## src/rtl/cam_pkg.sv

```systemverilog
// ----------------------------------------------------------------------------
// cam_pkg - shared types and codes for the addressing mode unit
// Phase codes, mode codes, function codes and the result word layout.
// ----------------------------------------------------------------------------
package cam_pkg;

   // function of an incoming word
   localparam logic FUNC_START = 1'b0;
   localparam logic FUNC_DATA  = 1'b1;

   // addressing mode codes
   localparam logic [3:0] MODE_ACC  = 4'd0;
   localparam logic [3:0] MODE_ABS  = 4'd1;
   localparam logic [3:0] MODE_ABSX = 4'd2;
   localparam logic [3:0] MODE_ABSY = 4'd3;
   localparam logic [3:0] MODE_IMM  = 4'd4;
   localparam logic [3:0] MODE_IMP  = 4'd5;
   localparam logic [3:0] MODE_IND  = 4'd6;
   localparam logic [3:0] MODE_INDX = 4'd7;
   localparam logic [3:0] MODE_INDY = 4'd8;
   localparam logic [3:0] MODE_REL  = 4'd9;
   localparam logic [3:0] MODE_ZPG  = 4'd10;
   localparam logic [3:0] MODE_ZPGX = 4'd11;
   localparam logic [3:0] MODE_ZPGY = 4'd12;

   // byte of an indirect pointer that marks the page-wrap quirk
   localparam logic [7:0] PAGE_LAST = 8'hFF;

   // sequencer phase: which bus read is outstanding
   typedef enum logic [2:0] {
      PH_IDLE,
      PH_OP1,
      PH_OP2,
      PH_PLO,
      PH_PHI
   } phase_type;

   // result word
   typedef struct packed {
      logic              is_request;
      logic [15:0]       bus_addr;
      logic [15:0]       eff_addr;
      logic [15:0]       next_pc;
      logic              acc_operand;
      logic signed [7:0] branch_offset;
      logic              branch_page_cross;
      logic              wrap_extra_cycle;
      logic              protocol_error;
   } rsp_type;

endpackage

```

## src/rtl/cam_req_if.sv

```systemverilog
// ----------------------------------------------------------------------------
// cam_req_if - input channel of the addressing mode unit
// Valid/ready channel carrying start and read-data words.
// ----------------------------------------------------------------------------
interface cam_req_if;
   logic        valid;
   logic        ready;
   logic        func;
   logic [3:0]  mode;
   logic [15:0] pc_in;
   logic [7:0]  x_index;
   logic [7:0]  y_index;
   logic [7:0]  read_data;

   modport source (output valid, func, mode, pc_in, x_index, y_index, read_data,
                   input ready);
   modport sink   (input valid, func, mode, pc_in, x_index, y_index, read_data,
                   output ready);
endinterface

```

## src/rtl/cam_rsp_if.sv

```systemverilog
// ----------------------------------------------------------------------------
// cam_rsp_if - result channel of the addressing mode unit
// Valid/ready channel carrying bus read requests and done words.
// ----------------------------------------------------------------------------
interface cam_rsp_if;
   logic              valid;
   logic              ready;
   logic              is_request;
   logic [15:0]       bus_addr;
   logic [15:0]       eff_addr;
   logic [15:0]       next_pc;
   logic              acc_operand;
   logic signed [7:0] branch_offset;
   logic              branch_page_cross;
   logic              wrap_extra_cycle;
   logic              protocol_error;

   modport source (output valid, is_request, bus_addr, eff_addr, next_pc, acc_operand,
                   branch_offset, branch_page_cross, wrap_extra_cycle,
                   protocol_error,
                   input ready);
   modport sink   (input valid, is_request, bus_addr, eff_addr, next_pc, acc_operand,
                   branch_offset, branch_page_cross, wrap_extra_cycle,
                   protocol_error,
                   output ready);
endinterface

```

## src/rtl/cpu_addressing_mode_unit.sv

```systemverilog
// ----------------------------------------------------------------------------
// cpu_addressing_mode_unit - effective-address sequencer
// Walks the thirteen 8-bit CPU addressing modes one bus beat per word:
// each accepted word yields one result, a bus read request or a done word.
// ----------------------------------------------------------------------------
//
//   channel    dir   handshake          payload
//   req_chan   in    valid / ready      func, mode, pc_in, x_index, y_index,
//                                       read_data
//   rsp_chan   out   valid / ready      is_request, bus_addr, eff_addr, next_pc,
//                                       acc_operand, branch_offset,
//                                       branch_page_cross, wrap_extra_cycle,
//                                       protocol_error
//
// One word per cycle while the output register is empty or being taken:
// each word is decoded combinationally against the held sequencer state
// and its result lands in the output register on the next edge.
// Reset (synchronous) returns the sequencer to idle and empties the output.
// req_chan.ready stays high while the output register is empty or being taken.
// ----------------------------------------------------------------------------
module cpu_addressing_mode_unit (
   input  logic         clock,
   input  logic         reset,
   cam_req_if.sink      req_chan,
   cam_rsp_if.source    rsp_chan
);

   // sequencer state
   cam_pkg::phase_type phase_ff, phase_in;
   logic [3:0]         mode_held_ff, mode_held_in;
   logic [15:0]        pc_held_ff, pc_held_in;
   logic [7:0]         x_held_ff, x_held_in;
   logic [7:0]         y_held_ff, y_held_in;
   logic [7:0]         first_byte_ff, first_byte_in;
   logic [15:0]        pointer_word_ff, pointer_word_in;

   // output register
   logic               rsp_valid_ff;
   cam_pkg::rsp_type   rsp_data_ff, rsp_data_in;

   logic               accept;
   logic [7:0]         data;
   logic [15:0]        word;
   logic [15:0]        npc_one;
   logic [15:0]        npc_two;
   logic [15:0]        rel_target;

   assign req_chan.ready = !rsp_valid_ff || rsp_chan.ready;
   assign accept         = req_chan.valid && req_chan.ready;
   assign data           = req_chan.read_data;
   assign word           = {data, first_byte_ff};
   assign npc_one        = pc_held_ff + 16'd1;
   assign npc_two        = pc_held_ff + 16'd2;
   assign rel_target     = npc_one + {{8{data[7]}}, data};

   // decode the word against the held state
   always_comb begin
      phase_in        = phase_ff;
      mode_held_in    = mode_held_ff;
      pc_held_in      = pc_held_ff;
      x_held_in       = x_held_ff;
      y_held_in       = y_held_ff;
      first_byte_in   = first_byte_ff;
      pointer_word_in = pointer_word_ff;
      rsp_data_in     = '0;

      if (req_chan.func == cam_pkg::FUNC_START) begin
         // latch operands and either finish or ask for the first operand byte
         mode_held_in = req_chan.mode;
         pc_held_in   = req_chan.pc_in;
         x_held_in    = req_chan.x_index;
         y_held_in    = req_chan.y_index;
         phase_in     = cam_pkg::PH_IDLE;
         priority if (req_chan.mode == cam_pkg::MODE_ACC) begin
            rsp_data_in.next_pc     = req_chan.pc_in;
            rsp_data_in.acc_operand = 1'b1;
         end else if (req_chan.mode == cam_pkg::MODE_IMM) begin
            rsp_data_in.eff_addr = req_chan.pc_in;
            rsp_data_in.next_pc  = req_chan.pc_in + 16'd1;
         end else if (req_chan.mode == cam_pkg::MODE_IMP ||
                      req_chan.mode > cam_pkg::MODE_ZPGY) begin
            rsp_data_in.next_pc = req_chan.pc_in;
         end else begin
            phase_in               = cam_pkg::PH_OP1;
            rsp_data_in.is_request = 1'b1;
            rsp_data_in.bus_addr   = req_chan.pc_in;
         end
      end else begin
         unique case (phase_ff)
            // first operand byte
            cam_pkg::PH_OP1: begin
               first_byte_in = data;
               phase_in      = cam_pkg::PH_IDLE;
               rsp_data_in.next_pc = npc_one;
               unique case (mode_held_ff)
                  cam_pkg::MODE_ZPG: begin
                     rsp_data_in.eff_addr = {8'h00, data};
                  end
                  cam_pkg::MODE_ZPGX: begin
                     rsp_data_in.eff_addr = {8'h00, data + x_held_ff};
                  end
                  cam_pkg::MODE_ZPGY: begin
                     rsp_data_in.eff_addr = {8'h00, data + y_held_ff};
                  end
                  cam_pkg::MODE_REL: begin
                     rsp_data_in.eff_addr          = rel_target;
                     rsp_data_in.branch_offset     = data;
                     rsp_data_in.branch_page_cross = rel_target[15:8] != npc_one[15:8];
                  end
                  cam_pkg::MODE_INDX: begin
                     pointer_word_in      = {8'h00, data + x_held_ff};
                     phase_in             = cam_pkg::PH_PLO;
                     rsp_data_in          = '0;
                     rsp_data_in.is_request = 1'b1;
                     rsp_data_in.bus_addr = {8'h00, data + x_held_ff};
                  end
                  cam_pkg::MODE_INDY: begin
                     pointer_word_in      = {8'h00, data};
                     phase_in             = cam_pkg::PH_PLO;
                     rsp_data_in          = '0;
                     rsp_data_in.is_request = 1'b1;
                     rsp_data_in.bus_addr = {8'h00, data};
                  end
                  default: begin
                     phase_in             = cam_pkg::PH_OP2;
                     rsp_data_in          = '0;
                     rsp_data_in.is_request = 1'b1;
                     rsp_data_in.bus_addr = npc_one;
                  end
               endcase
            end
            // second operand byte completes the absolute word or the indirect pointer
            cam_pkg::PH_OP2: begin
               phase_in            = cam_pkg::PH_IDLE;
               rsp_data_in.next_pc = npc_two;
               unique case (mode_held_ff)
                  cam_pkg::MODE_ABSX: rsp_data_in.eff_addr = word + {8'h00, x_held_ff};
                  cam_pkg::MODE_ABSY: rsp_data_in.eff_addr = word + {8'h00, y_held_ff};
                  cam_pkg::MODE_IND: begin
                     pointer_word_in        = word;
                     phase_in               = cam_pkg::PH_PLO;
                     rsp_data_in            = '0;
                     rsp_data_in.is_request = 1'b1;
                     rsp_data_in.bus_addr   = word;
                  end
                  default: rsp_data_in.eff_addr = word;
               endcase
            end
            // pointer low byte; the high byte address wraps within its page
            cam_pkg::PH_PLO: begin
               first_byte_in          = data;
               phase_in               = cam_pkg::PH_PHI;
               rsp_data_in.is_request = 1'b1;
               if (mode_held_ff == cam_pkg::MODE_IND) begin
                  if (pointer_word_ff[7:0] == cam_pkg::PAGE_LAST) begin
                     rsp_data_in.bus_addr = {pointer_word_ff[15:8], 8'h00};
                  end else begin
                     rsp_data_in.bus_addr = pointer_word_ff + 16'd1;
                  end
               end else begin
                  rsp_data_in.bus_addr = {8'h00, pointer_word_ff[7:0] + 8'd1};
               end
            end
            // pointer high byte finishes the indirect modes
            cam_pkg::PH_PHI: begin
               phase_in = cam_pkg::PH_IDLE;
               if (mode_held_ff == cam_pkg::MODE_IND) begin
                  rsp_data_in.eff_addr         = word;
                  rsp_data_in.next_pc          = npc_two;
                  rsp_data_in.wrap_extra_cycle =
                     pointer_word_ff[7:0] == cam_pkg::PAGE_LAST;
               end else if (mode_held_ff == cam_pkg::MODE_INDY) begin
                  rsp_data_in.eff_addr = word + {8'h00, y_held_ff};
                  rsp_data_in.next_pc  = npc_one;
               end else begin
                  rsp_data_in.eff_addr = word;
                  rsp_data_in.next_pc  = npc_one;
               end
            end
            // data with no read outstanding: flag it, keep state
            default: begin
               rsp_data_in.protocol_error = 1'b1;
            end
         endcase
      end
   end

   // advance sequencer state on each accepted word
   always_ff @(posedge clock) begin
      if (reset) begin
         phase_ff        <= cam_pkg::PH_IDLE;
         mode_held_ff    <= '0;
         pc_held_ff      <= '0;
         x_held_ff       <= '0;
         y_held_ff       <= '0;
         first_byte_ff   <= '0;
         pointer_word_ff <= '0;
      end else if (accept) begin
         phase_ff        <= phase_in;
         mode_held_ff    <= mode_held_in;
         pc_held_ff      <= pc_held_in;
         x_held_ff       <= x_held_in;
         y_held_ff       <= y_held_in;
         first_byte_ff   <= first_byte_in;
         pointer_word_ff <= pointer_word_in;
      end
   end

   // hold the result until taken
   always_ff @(posedge clock) begin
      if (reset) begin
         rsp_valid_ff <= 1'b0;
      end else if (accept) begin
         rsp_valid_ff <= 1'b1;
      end else if (rsp_chan.ready) begin
         rsp_valid_ff <= 1'b0;
      end
   end

   always_ff @(posedge clock) begin
      if (accept) begin
         rsp_data_ff <= rsp_data_in;
      end
   end

   // drive the result channel
   assign rsp_chan.valid             = rsp_valid_ff;
   assign rsp_chan.is_request        = rsp_data_ff.is_request;
   assign rsp_chan.bus_addr          = rsp_data_ff.bus_addr;
   assign rsp_chan.eff_addr          = rsp_data_ff.eff_addr;
   assign rsp_chan.next_pc           = rsp_data_ff.next_pc;
   assign rsp_chan.acc_operand       = rsp_data_ff.acc_operand;
   assign rsp_chan.branch_offset     = rsp_data_ff.branch_offset;
   assign rsp_chan.branch_page_cross = rsp_data_ff.branch_page_cross;
   assign rsp_chan.wrap_extra_cycle  = rsp_data_ff.wrap_extra_cycle;
   assign rsp_chan.protocol_error    = rsp_data_ff.protocol_error;

endmodule

```

## src/flat_wrapper.sv

```systemverilog
// flat-port wrapper written by rule: the top's interface ports become plain ports
module cpu_addressing_mode_unit_flat 
  (clock, reset, req_chan_valid, req_chan_func, req_chan_mode, req_chan_pc_in, req_chan_x_index, req_chan_y_index, req_chan_read_data, req_chan_ready, rsp_chan_valid, rsp_chan_is_request, rsp_chan_bus_addr, rsp_chan_eff_addr, rsp_chan_next_pc, rsp_chan_acc_operand, rsp_chan_branch_offset, rsp_chan_branch_page_cross, rsp_chan_wrap_extra_cycle, rsp_chan_protocol_error, rsp_chan_ready);
  cam_req_if req_chan_i ();
  cam_rsp_if rsp_chan_i ();
  input  logic clock;
  input  logic reset;
  input wire logic [$bits(req_chan_i.valid)-1:0] req_chan_valid;
  input wire logic [$bits(req_chan_i.func)-1:0] req_chan_func;
  input wire logic [$bits(req_chan_i.mode)-1:0] req_chan_mode;
  input wire logic [$bits(req_chan_i.pc_in)-1:0] req_chan_pc_in;
  input wire logic [$bits(req_chan_i.x_index)-1:0] req_chan_x_index;
  input wire logic [$bits(req_chan_i.y_index)-1:0] req_chan_y_index;
  input wire logic [$bits(req_chan_i.read_data)-1:0] req_chan_read_data;
  output wire logic [$bits(req_chan_i.ready)-1:0] req_chan_ready;
  output wire logic [$bits(rsp_chan_i.valid)-1:0] rsp_chan_valid;
  output wire logic [$bits(rsp_chan_i.is_request)-1:0] rsp_chan_is_request;
  output wire logic [$bits(rsp_chan_i.bus_addr)-1:0] rsp_chan_bus_addr;
  output wire logic [$bits(rsp_chan_i.eff_addr)-1:0] rsp_chan_eff_addr;
  output wire logic [$bits(rsp_chan_i.next_pc)-1:0] rsp_chan_next_pc;
  output wire logic [$bits(rsp_chan_i.acc_operand)-1:0] rsp_chan_acc_operand;
  output wire logic [$bits(rsp_chan_i.branch_offset)-1:0] rsp_chan_branch_offset;
  output wire logic [$bits(rsp_chan_i.branch_page_cross)-1:0] rsp_chan_branch_page_cross;
  output wire logic [$bits(rsp_chan_i.wrap_extra_cycle)-1:0] rsp_chan_wrap_extra_cycle;
  output wire logic [$bits(rsp_chan_i.protocol_error)-1:0] rsp_chan_protocol_error;
  input wire logic [$bits(rsp_chan_i.ready)-1:0] rsp_chan_ready;
  assign req_chan_i.valid = req_chan_valid;
  assign req_chan_i.func = req_chan_func;
  assign req_chan_i.mode = req_chan_mode;
  assign req_chan_i.pc_in = req_chan_pc_in;
  assign req_chan_i.x_index = req_chan_x_index;
  assign req_chan_i.y_index = req_chan_y_index;
  assign req_chan_i.read_data = req_chan_read_data;
  assign req_chan_ready = req_chan_i.ready;
  assign rsp_chan_valid = rsp_chan_i.valid;
  assign rsp_chan_is_request = rsp_chan_i.is_request;
  assign rsp_chan_bus_addr = rsp_chan_i.bus_addr;
  assign rsp_chan_eff_addr = rsp_chan_i.eff_addr;
  assign rsp_chan_next_pc = rsp_chan_i.next_pc;
  assign rsp_chan_acc_operand = rsp_chan_i.acc_operand;
  assign rsp_chan_branch_offset = rsp_chan_i.branch_offset;
  assign rsp_chan_branch_page_cross = rsp_chan_i.branch_page_cross;
  assign rsp_chan_wrap_extra_cycle = rsp_chan_i.wrap_extra_cycle;
  assign rsp_chan_protocol_error = rsp_chan_i.protocol_error;
  assign rsp_chan_i.ready = rsp_chan_ready;
  cpu_addressing_mode_unit u_core (.clock(clock), .reset(reset), .req_chan(req_chan_i), .rsp_chan(rsp_chan_i));
endmodule
```

## config.mk

```make
export PLATFORM = sky130hd
export DESIGN_NAME = cpu_addressing_mode_unit_flat
export DESIGN_NICKNAME = d
export VERILOG_FILES = /design/src/rtl/cam_pkg.sv /design/src/rtl/cam_req_if.sv /design/src/rtl/cam_rsp_if.sv /design/src/rtl/cpu_addressing_mode_unit.sv /design/src/flat_wrapper.sv
export SDC_FILE = /design/constraint.sdc
export NUM_CORES = 1
export LEC_CHECK = 0
export BUFFER_PORTS_ARGS = -buffer_cell sky130_fd_sc_hd__buf_2
export CAP_MARGIN = 20
export CELL_PAD_IN_SITES_DETAIL_PLACEMENT = 1
export CELL_PAD_IN_SITES_GLOBAL_PLACEMENT = 2
export CORE_UTILIZATION = 36
export DETAILED_ROUTE_END_ITERATION = 10
export PLACE_DENSITY_LB_ADDON = 0.05
export RECOVER_POWER = 25
export SLEW_MARGIN = 20
export SYNTH_ARGS = -nofsm -noshare
export SYNTH_HDL_FRONTEND = slang
export SYNTH_SLANG_ARGS = --single-unit
```

## constraint.sdc

```tcl
create_clock -name clock -period 5 [get_ports clock]
set_input_delay 0.25 -clock clock [delete_from_list [all_inputs] [get_ports clock]]
set_output_delay 0.25 -clock clock [all_outputs]
set_load 0.01 [all_outputs]
```

After elaboration in Yosys (flattened, before gate mapping). Index checks and enable logic that the tools add are counted.

Flip-flop bits (word level): 125. Bits of input ports: 49. Output and inout port bits: 63. Word-level logic and storage cells: 102.

Add/sub/neg operators: 10. Order comparisons: 1. Eq/ne operators: 20. Muxes and demuxes: 38. Bitwise gates (word level): 1. Reduce and logical (&&, ||, !) cells: 15.

Operators with widths (number): $mux 16 (7); $pmux 17 s3 (2); $pmux 32 s3 (1); $mux 17 (4); $mux 32 (2); $pmux 16 s2 (2); $pmux 16 s4 (1); $mux 50 (1); $add 16x1->16 const B (3); $pmux 16 s3 (1); $mux 33 (1); $add 16x8->16 (2); $mux 28 (1); $eq 4x4->1 const B (5); $pmux 10 s2 (1); $add 16x16->16 (1); $add 16x2->16 const B (1); $add 8x8->8 (2); $eq 4x3->1 const B (4); $pmux 3 s4 (1); $mux 3 (3); $mux 9 (1); $add 8x1->8 const B (1); $eq 4x2->1 const B (2); 25 further kinds (35).

Logic depth before layout (Yosys ltp). Gate-level depths: netlist of the first run.

Depth in word-level cells: 6. Mapped depth: 16. Depth with buffers taken out: 15.

Worst setup path before layout of the first run. Ideal clock, no wire load.

Kind: register to register. Start point: register u_core.pc_held_ff[2]. End point: register u_core.rsp_data_ff, in the netlist u_core.rsp_chan.branch_page_cross (data pin). Library setup time: 266 ps. Arrival: 3273 ps. Data required time: 4734 ps. Setup slack: 1462 ps. Cell stages (with the launch flop): 15. Path buffers: 1. Period minus slack after synthesis: 3538 ps. Cell sequence: dfxtp_1 -> ha_1 -> and4_1 -> buf_2 -> nand3_1 -> xnor2_1 -> ha_1 -> a21o_1 -> o21ai_0 -> o21bai_2 -> a21oi_1 -> o31a_1 -> or4_4 -> o41ai_2 -> o21ai_1.

Longest elaborated chain between the ends: 5.

Ends and longest elaborated chain: start: declaration (RTL line cpu_addressing_mode_unit.sv:31) `logic [15:0] pc_held_ff, pc_held_in;`; start signal: assignment (RTL line cpu_addressing_mode_unit.sv:201) `pc_held_ff <= pc_held_in;`; $add 16x1->16 (*) (RTL line cpu_addressing_mode_unit.sv:52) `assign npc_one = pc_held_ff + 16'd1;`; $add 16x16->16 (RTL line cpu_addressing_mode_unit.sv:54) `assign rel_target = npc_one + {{8{data[7]}}, data};`; $ne 8x8->1 (*) (RTL line cpu_addressing_mode_unit.sv:108) `rsp_data_in.branch_page_cross = rel_target[15:8] != npc_one[15:8];`; $mux 9 (*) (RTL line cpu_addressing_mode_unit.sv:95) `unique case (mode_held_ff)`; $pmux 10 s2 (*) (RTL line cpu_addressing_mode_unit.sv:89) `unique case (phase_ff)`; end signal: assignment (RTL line cpu_addressing_mode_unit.sv:222) `rsp_data_ff <= rsp_data_in;`; end: declaration (RTL line cpu_addressing_mode_unit.sv:39) `cam_pkg::rsp_type rsp_data_ff, rsp_data_in;`.

Every way passes the cells marked *; elsewhere a longest branch is shown, timed or not. A chain may end at the register's enable or synchronous reset.

Final worst setup path of the first run.
Start point: register u_core.pc_held_ff[0]. End point: register u_core.rsp_data_ff, in the netlist u_core.rsp_chan.branch_page_cross (data pin).

The elaborated chain is that of the path after synthesis.

==> results of run 1 <==
## critical path, stage by stage, from the launching register on
cell and delay [ns]:
dfxtp_1 0.66, ha_1 0.28, and3_4 0.22, nand3_4 0.14
nor2_1 0.17, xnor2_1 0.22, inv_1 0.11, ha_1 0.37
o21ai_0 0.10, o21bai_2 0.26, and4bb_4 0.24, o31a_1 0.27
or4_4 0.49, o41ai_2 0.30, o21ai_1 0.11
## per-layer routing
| metal | track usage | vias to the layer above | wire, um |
|---|---|---|---|
| met3 | 0.0554 | 89 | 2950 |
| met4 | 0.143 | 0 | 1860 |
| met2 | 0.517 | 437 | 20600 |
| met5 | 0 | - | 0 |
| li1 | - | 4797 | - |
| met1 | 0.407 | 5161 | 19300 |
## registers in the layout, indices dropped and copies added (netlist names), 3 cells and up
signal                         count
u_core.mode_held_ff                4
u_core.phase_ff                    3
u_core.rsp_chan.branch_offset      8
u_core.rsp_chan.next_pc           16
u_core.rsp_chan.bus_addr          16
u_core.first_byte_ff               8
u_core.rsp_chan.eff_addr          16
u_core.pc_held_ff                 16
u_core.pointer_word_ff            16
u_core.x_held_ff                   8
u_core.y_held_ff                   8
## per-stage QoR
| stage | worst slack, ns | instances | hold slack (ns) | util |
|---|---|---|---|---|
| after floorplan | 1.46 | 1266 | 0.379 | - |
| after global placement | 0.992 | 1688 | 0.468 | 0.401 |
| after detailed placement | 0.861 | 1688 | 0.471 | 0.401 |
| after CTS | 0.848 | 1720 | 0.0292 | 0.422 |
| after global routing | 0.528 | 1720 | 0.0535 | 0.419 |
| final | 0.803 | 1720 | 0.0396 | 0.419 |
## synth_stat cells, types with 25 or more instances
cell,instances
nand2_1,190
a21oi_1,124
nor2_1,90
dfxtp_1,64
clkbuf_1,61
edfxtp_1,61
o21ai_0,61
nand3_1,53
ha_1,52
xnor2_1,49
inv_1,36
a22oi_1,25
## kinds of logic (layout without fill, tap and decap cells)
kind of cell,after synthesis,in the layout,synth area share
buffers and inverters,122,204,0.0481
AND/OR/NAND/NOR,473,473,0.225
adder cells (fa/ha/maj),57,57,0.0748
XOR/XNOR,70,70,0.0611
AO/OA/AOI/OAI,400,400,0.261
flip-flops,125,125,0.310
multiplexers,19,19,0.0193
## final timing paths
| check | depth (start not counted) | end | slack (ns) | startpoint |
|---|---|---|---|---|
| worst max-delay path | 14 | u_core.rsp_chan.branch_page_cross$_SDFFCE_PN0P_ | 0.80 | u_core.pc_held_ff[0]$_SDFFE_PP0P_ |
| worst max register to register | 14 | u_core.rsp_chan.branch_page_cross$_SDFFCE_PN0P_ | 0.80 | u_core.pc_held_ff[0]$_SDFFE_PP0P_ |
| worst min-delay path | 3 | u_core.y_held_ff[7]$_SDFFE_PP0P_ | 0.04 | req_chan_y_index[7] |
| worst min register to register | 2 | u_core.pointer_word_ff[15]$_SDFFE_PP0P_ | 0.48 | u_core.pointer_word_ff[15]$_SDFFE_PP0P_ |
## area by class of cell
| class | count | area, sq um |
|---|---|---|
| clock buffers | 18 | 429 |
| clock inverters | 14 | 134 |
| fillers | 3383 | 15800 |
| inverters | 38 | 143 |
| multi-input cells | 1019 | 6450 |
| flip-flops and latches | 125 | 3110 |
| well taps | 372 | 465 |
| repair buffers | 134 | 646 |
## report_power, final
| part | leakage, nW | switching [mW] | internal, mW |
|---|---|---|---|
| logic | 2.72 | 0.393 | 0.181 |
| clock network | 0.274 | 0.585 | 0.696 |
| registers | 1.13 | 0.0426 | 1.12 |
==> results.cfg, run 1 <==
[status]
outcome = finished with violations
violations = max-capacitance violations, max-slew violations

[route]
wl_mm = 44.8
viasPerCell = 6.10
firstDrtPassIters = 5
drt-wirelength-per-cell_um = 26.0
drc_errors = 0
ant_nets = 0
vias = 10484
drt_iter0_drc = 1017

[critical_path]
start_kind = flop
required_ns = 5.17
crit_fanout = 13
criticalPathCategory = flop to flop
worstPathArrival_ns = 4.37
cp-end-kind = flop

[die]
io_pins = 112
dieArea_sq_um = 28500
start_util = 0.369
die-width_um = 169
core-area_sq_um = 27200
die_h_um = 169
row_count = 60

[synthesis]
ys_top_cells_by_area = edfxtp_1 (18%), dfxtp_1 (13%), nand2_1 (7.1%)
syn_inst = 1266
ys_types = 89
postSynth.asyncResetShare = 0
yosys.area.top_type_share = 0.183
synthFlopType = dfxtp_1
synth_edf_count = 61
ys_warn_count = 0
yosysTopAreaCell = edfxtp_1
seq_area_frac_synth = 0.310
syn_nets = 1372
syn_area_sq_um = 10000
ys_seq_elements = 125
postSynthAreaPerCell_sq_um = 7.93

[timing]
hold_viol_final = 0
slew_violations = 65
finalClockSkew_ns = 0.0132
tns_ns = 0
finalCritPeriodShare = 0.839
max_slew_margin = -1.24
fin_crit_ns = 4.20
setup_viol = 0
rsz0062_at_grt = no
tightest_slew_ns = 3.37
max_freq_mhz = 238

[place]
hpwl_mm = 33.0
place_congestion = 0.918
placed_area_sq_um = 10900
io_buffers = 111

[clock_tree]
cts.reportedPaths.clkPinSlew_ns = 0.07
hold_buffers = 0
cts_inserted_buffers = 17
clock_sinks = 125
clock_latency_ns = 0.44
htreeDepth = 4
cts_resized = 0
tritoncts = done
clockBufferDepth = 2
cts_setup_buffers = 0
cts-root-buf = clkbuf_16

[global_routing]
antenna_found_initial = 0
grt_usage = 0.317
first_global_vias = 10473
grt-ovfl-total = 0
grt_max_degree = 65
grt_pass1_wl_mm = 66.5

[worst_hold_path]
hp-class = primary input to flop

[power_and_ir_drop]
peakVddDrop_v = 0.000180
total_power_mw = 3.02
power.density_nw_per_um2 = 265
p_leak_nw = 4.13

[final_layout]
drive_gt1_frac = 0.102
fin_area_sq_um = 11400
fin_nets = 1441
mostFrequentLayoutCells = nand2_1 (190), a21oi_1 (124), nor2_1 (89)
area_growth_pct = 13.5
diodes = 0
mostFrequentLayoutCell = nand2_1

[flow_run]
maxCapViolCount = 1
No activity file was read; power rests on OpenSTA's default activity.
==> run 2, diff against run 1 <==
--- a/config.mk
+++ b/config.mk
@@ -5,11 +5,12 @@
 export SDC_FILE = /design/constraint.sdc
 export NUM_CORES = 1
 export LEC_CHECK = 0
+export ABC_AREA = 1
 export BUFFER_PORTS_ARGS = -buffer_cell sky130_fd_sc_hd__buf_2
 export CAP_MARGIN = 20
 export CELL_PAD_IN_SITES_DETAIL_PLACEMENT = 1
 export CELL_PAD_IN_SITES_GLOBAL_PLACEMENT = 2
-export CORE_UTILIZATION = 36
+export CORE_UTILIZATION = 33
 export DETAILED_ROUTE_END_ITERATION = 10
 export PLACE_DENSITY_LB_ADDON = 0.05
 export RECOVER_POWER = 25
==> constraint.sdc (replaced) <==
create_clock -name clock -period 4.2 [get_ports clock]
set_input_delay 0.21 -clock clock [delete_from_list [all_inputs] [get_ports clock]]
set_output_delay 0.21 -clock clock [all_outputs]
set_load 0.01 [all_outputs]
==> results.cfg, run 2 <==
[status]
outcome = finished with violations
violations = max-capacitance violations, max-slew violations

[clock_tree]
cts.reportedPaths.clkPinSlew_ns = 0.06
clock_sinks = 125
tritoncts = done
cts_setup_buffers = 0
htreeDepth = 4
clockBufferDepth = 2
hold_buffers = 0
cts-root-buf = clkbuf_16
cts_resized = 0
cts_inserted_buffers = 17
clock_latency_ns = 0.45

[synthesis]
postSynth.asyncResetShare = 0
ys_warn_count = 0
ys_seq_elements = 125
yosysMostFrequentCell = nand2_1
yosysTopAreaCell = nand2_1
yosys.area.top_type_share = 0.179
syn_inst = 1732
synth_edf_count = 61
synthFlopType = dfxtp_1
syn_area_sq_um = 11000
synthTopCellsByCount = nand2_1 (522), inv_1 (216), nand3_1 (183)
ys_top_cells_by_area = nand2_1 (18%), edfxtp_1 (17%), dfxtp_1 (12%)
syn_nets = 1838
ys_types = 55
postSynthAreaPerCell_sq_um = 6.33
seq_area_frac_synth = 0.284

[critical_path]
cp-endpoint = u_core.rsp_chan.eff_addr[13]$_DFFE_PP_
crit_fanout = 6
cp-end-kind = flop
r2r_end = u_core.rsp_chan.eff_addr[13]$_DFFE_PP_
ff2ff_setup_slack_ns = 0.38
rr_startpoint = u_core.pc_held_ff[2]$_SDFFE_PP0P_
start_kind = flop
criticalPathCategory = flop to flop
ff2ff_path_depth = 19
required_ns = 4.38
worstPathArrival_ns = 4.00
cp-startpoint = u_core.pc_held_ff[2]$_SDFFE_PP0P_

[die]
die-width_um = 184
io_pins = 112
core-area_sq_um = 32600
row_count = 66
start_util = 0.336
dieArea_sq_um = 34000
die_h_um = 184

[global_routing]
grt-ovfl-total = 0
grt_max_degree = 59
grt_pass1_wl_mm = 78.7
antenna_found_initial = 0
grt_usage = 0.316
first_global_vias = 12497

[final_layout]
area_growth_pct = 15.0
drive_gt1_frac = 0.0808
fin_nets = 1938
mostFrequentLayoutCells = nand2_1 (522), inv_1 (216), nand3_1 (183)
num-fill-cells = 4352
diodes = 0
mostFrequentLayoutCell = nand2_1

[timing]
max_slew_margin = -0.768
max_freq_mhz = 262
slew_violations = 45
tns_ns = 0
hold_viol_final = 0
tightest_slew_ns = 2.65
fin_crit_ns = 3.82
finalCritPeriodShare = 0.909
setup_viol = 0
rsz0062_at_grt = no
finalClockSkew_ns = 0.0103

[route]
met2WireLength_mm = 24.7
wl_mm = 52.5
drc_errors = 0
met1Wirelength_mm = 24.2
drt_iter0_drc = 775
vias = 12405
viasPerCell = 5.42
top_layer_used = met4
ant_nets = 0
drt-wirelength-per-cell_um = 23.0
met3_length_mm = 2.15
firstDrtPassIters = 5

[worst_hold_path]
hp-class = primary input to flop
whs_path_depth = 3

[place]
place_congestion = 0.939
hpwl_mm = 41.7
io_buffers = 111

[power_and_ir_drop]
total_power_mw = 4.08
peakVddDrop_v = 0.000282
power.density_nw_per_um2 = 323
p_leak_nw = 5.89

[flow_run]
maxCapViolCount = 1
run 2: cell types whose count changed in the layout (fill, tap and decap cells not counted), sizes merged, moves of 13 or more:
cell	change
a21oi	+15
a22o	-14
inv	+184
o21ai	+55
and2	-15
mux2i	-16
nor2	+28
a222oi	-13
nand2	+339
nand3	+130
a22oi	-21
xnor2	-43
and3	-22
run 2: routing by layer:
layer | track usage | up-vias
li1 | - | 5959
met5 | 0 | -
met3 | 0.0447 | 63
met1 | 0.420 | 6068
met2 | 0.526 | 315
met4 | 0.0990 | 0
run 2: cell type report:
| cell class | instances | area [sq um] | area share |
|---|---|---|---|
| multi-input cells | 1330 | 6780 | 0.538 |
| repair buffers | 130 | 624 | 0.0495 |
| flip-flops and latches | 125 | 3110 | 0.247 |
| inverters | 228 | 856 | 0.0679 |
| clock inverters | 13 | 234 | 0.0185 |
| well taps | 442 | 553 | 0.0438 |
| clock buffers | 19 | 453 | 0.0359 |
run 2: cell families after synthesis:
logic type                 count (synthesis)  synth area share
xor gates and xnor gates                  32            0.0256
DFF                                      125             0.284
and+or+nand+nor                          901             0.353
buffers and inverters                    277            0.0980
adders and majority gates                 57            0.0684
AOI/OAI and AO/OA                        340             0.171
run 2: worst min-delay path by stage:
| stage | end | start |
|---|---|---|
| after floorplan | u_core.phase_ff[0]$_SDFFE_PP0P_ | reset |
| after global placement | u_core.y_held_ff[3]$_SDFFE_PP0P_ | req_chan_y_index[3] |
| after detailed placement | u_core.x_held_ff[6]$_SDFFE_PP0P_ | req_chan_x_index[6] |
| after CTS | u_core.y_held_ff[3]$_SDFFE_PP0P_ | req_chan_y_index[3] |
| after global routing | u_core.y_held_ff[5]$_SDFFE_PP0P_ | req_chan_y_index[5] |
| final | u_core.y_held_ff[3]$_SDFFE_PP0P_ | req_chan_y_index[3] |
run 2: critical path: stages, from the launching register on:
cell and delay (ns):
dfxtp_1 0.42, ha_1 0.22, nand2_1 0.11, nor2_2 0.24, nand2_1 0.16, nor2_2 0.19
nand3_1 0.09, nand2_1 0.22, inv_1 0.19, ha_1 0.47, nand2_1 0.17, nor2_1 0.17
and2_1 0.14, nand2_1 0.09, nand2_1 0.11, nand2_1 0.07, nand3_1 0.09, nand2_1 0.06
a21oi_1 0.21, a21boi_0 0.12
run 2: power breakdown:
part | total, mW | switching [mW] | internal, mW | leakage, nW
registers | 1.42 | 0.0583 | 1.36 | 1.14
clock network | 1.79 | 0.640 | 1.15 | 0.328
logic | 0.874 | 0.630 | 0.245 | 4.43
total | 4.08 | 1.33 | 2.75 | 5.89
run 2: stage by stage:
stage	util	hold slack (ns)	std cells	setup WS, ns	instance area (sq um)
6_report	0.387	0.0260	2287	0.384	12600
3_3_place_gp	0.368	0.482	2254	0.441	12000
2_1_floorplan	-	0.288	1732	1.04	11000
5_1_grt	0.387	0.0199	2287	0.0830	12600
3_5_place_dp	0.368	0.490	2255	0.455	12000
4_1_cts	0.389	0.0117	2287	0.441	12700
==> run 3, diff against run 2 <==
--- a/config.mk
+++ b/config.mk
@@ -8,9 +8,9 @@
 export ABC_AREA = 1
 export BUFFER_PORTS_ARGS = -buffer_cell sky130_fd_sc_hd__buf_2
 export CAP_MARGIN = 20
-export CELL_PAD_IN_SITES_DETAIL_PLACEMENT = 1
-export CELL_PAD_IN_SITES_GLOBAL_PLACEMENT = 2
-export CORE_UTILIZATION = 33
+export CELL_PAD_IN_SITES_DETAIL_PLACEMENT = 0
+export CELL_PAD_IN_SITES_GLOBAL_PLACEMENT = 1
+export CORE_UTILIZATION = 43
 export DETAILED_ROUTE_END_ITERATION = 10
 export PLACE_DENSITY_LB_ADDON = 0.05
 export RECOVER_POWER = 25
==> results.cfg, run 3 (synthesis gave the netlist of run 2 again) <==
[status]
outcome = completed

[clock_tree]
htreeDepth = 4
cts_setup_buffers = 0
hold_buffers = 0
cts.reportedPaths.clkPinSlew_ns = 0.07
cts-root-buf = clkbuf_16
clock_sinks = 125
cts_resized = 0
clock_latency_ns = 0.44
cts_inserted_buffers = 17
tritoncts = done
clockBufferDepth = 2

[final_layout]
area_growth_pct = 12.8
multiInputGateArea_sq_um = 6800
fin_nets = 1933
num-fill-cells = 2714
drive_gt1_frac = 0.0766
fin_area_sq_um = 12400
final_util = 0.493
mostFrequentLayoutCells = nand2_1 (522), inv_1 (216), nand3_1 (183)
diodes = 0
ff_latch_area_sq_um = 3110
mostFrequentLayoutCell = nand2_1
final_cell_count_no_fill = 2170

[critical_path]
crit_chain = ha_1, nand3_1, inv_1, nand2_1, nor2_1, xor2_1, inv_1, ha_1, nand2_1, nor2_1, nand3_1, nand3_1, nand2_1, nand3_1, nand2_1, nor2_1, nand2_1, nor2_1, nor2_1
cp-end-kind = flop
criticalPathCategory = flop to flop
start_kind = flop
critPathMaxStageDelay_ns = 0.54
crit_fanout = 9
crit_family = simple AND/OR/NAND/NOR gates
ff2ff_path_depth = 19
crit_cells = 19
worstPathArrival_ns = 3.78
cp_slowest_cell = dfxtp_1
required_ns = 4.37
worst-path-buf-inv = 2

[flow_run]
maxCapViolCount = 0

[timing]
fin_crit_ns = 3.61
slew_violations = 0
finalClockSkew_ns = 0.0137
finalCritPeriodShare = 0.860
fin_hold_ws_ns = 0.0368
tightest_slew_ns = 1.07
setup_viol = 0
max_freq_mhz = 277
fin_ws_ns = 0.588
tns_ns = 0
rsz0062_at_grt = no
max_slew_margin = 0.285
hold_viol_final = 0

[route]
viasPerCell = 5.68
wl_mm = 44.8
drc_errors = 0
vias = 12325
drt-wirelength-per-cell_um = 20.7
ant_nets = 0
drt_iter0_drc = 1163
firstDrtPassIters = 5

[die]
dieArea_sq_um = 26200
start_util = 0.437
core-area_sq_um = 25100
io_pins = 112
die_h_um = 162
row_count = 58
die-width_um = 162

[worst_hold_path]
whs_path_depth = 3
hp-class = primary input to flop

[place]
hpwl_mm = 35.1
dp_worst_setup_slack_ns = 0.675
placed_area_sq_um = 11800
place_inst = 2138
place_congestion = 0.961
io_buffers = 111

[global_routing]
grt_pass1_wl_mm = 67.6
grt-ovfl-total = 0
grt_usage = 0.347
grt_max_degree = 81
first_global_vias = 11633
antenna_found_initial = 0

[power_and_ir_drop]
peakVddDrop_v = 0.000204
p_leak_nw = 5.82
total_power_mw = 3.83
power.density_nw_per_um2 = 310
run 3: changes by cell type in the layout (fill, tap and decap cells not counted), moves of 2 or more:
cell	before	now
clkbuf_1	57	62
clkbuf_8	2	0
buf_4	18	14
bufinv_16	6	3
buf_2	55	50
clkinv_4	1	4
run 3: final timing paths:
| path | from | endpoint | slack (ns) |
|---|---|---|---|
| hold / removal | req_chan_x_index[3] | u_core.x_held_ff[3]$_SDFFE_PP0P_ | 0.04 |
| setup reg to reg | u_core.pc_held_ff[0]$_SDFFE_PP0P_ | u_core.rsp_chan.branch_page_cross$_SDFFCE_PN0P_ | 0.59 |
| hold reg to reg | u_core.y_held_ff[5]$_SDFFE_PP0P_ | u_core.y_held_ff[5]$_SDFFE_PP0P_ | 0.50 |
| setup / recovery | u_core.pc_held_ff[0]$_SDFFE_PP0P_ | u_core.rsp_chan.branch_page_cross$_SDFFCE_PN0P_ | 0.59 |
run 3: cell type report:
type / instances / share of cell area
multi-input cells: 1330 / 0.549
repair buffers: 125 / 0.0472
clock buffers: 18 / 0.0347
inverters: 228 / 0.0691
well taps: 330 / 0.0334
clock inverters: 14 / 0.0149
flip-flops and latches: 125 / 0.252
run 3: worst reg2reg max path, stage by stage, from the launching register on:
cell	delay [ns]
dfxtp_1	0.54
ha_1	0.25
nand3_1	0.18
inv_1	0.14
nand2_1	0.09
nor2_1	0.13
xor2_1	0.33
inv_1	0.17
ha_1	0.38
nand2_1	0.13
nor2_1	0.24
nand3_1	0.11
nand3_1	0.10
nand2_1	0.07
nand3_1	0.10
nand2_1	0.08
nor2_1	0.09
nand2_1	0.06
nor2_1	0.11
nor2_1	0.05
run 3: where the power goes:
group | internal (mW) | total (mW) | leakage (nW) | switching (mW)
clock network | 0.948 | 1.60 | 0.298 | 0.649
logic | 0.240 | 0.825 | 4.39 | 0.585
registers | 1.36 | 1.41 | 1.14 | 0.0549
run 3: routing by layer:
layer	global-route usage	wire length, um	up-vias
met2	0.557	20400	558
met3	0.0483	3470	105
met5	0	0	-
li1	-	-	5960
met1	0.460	19100	5702
met4	0.164	1840	0
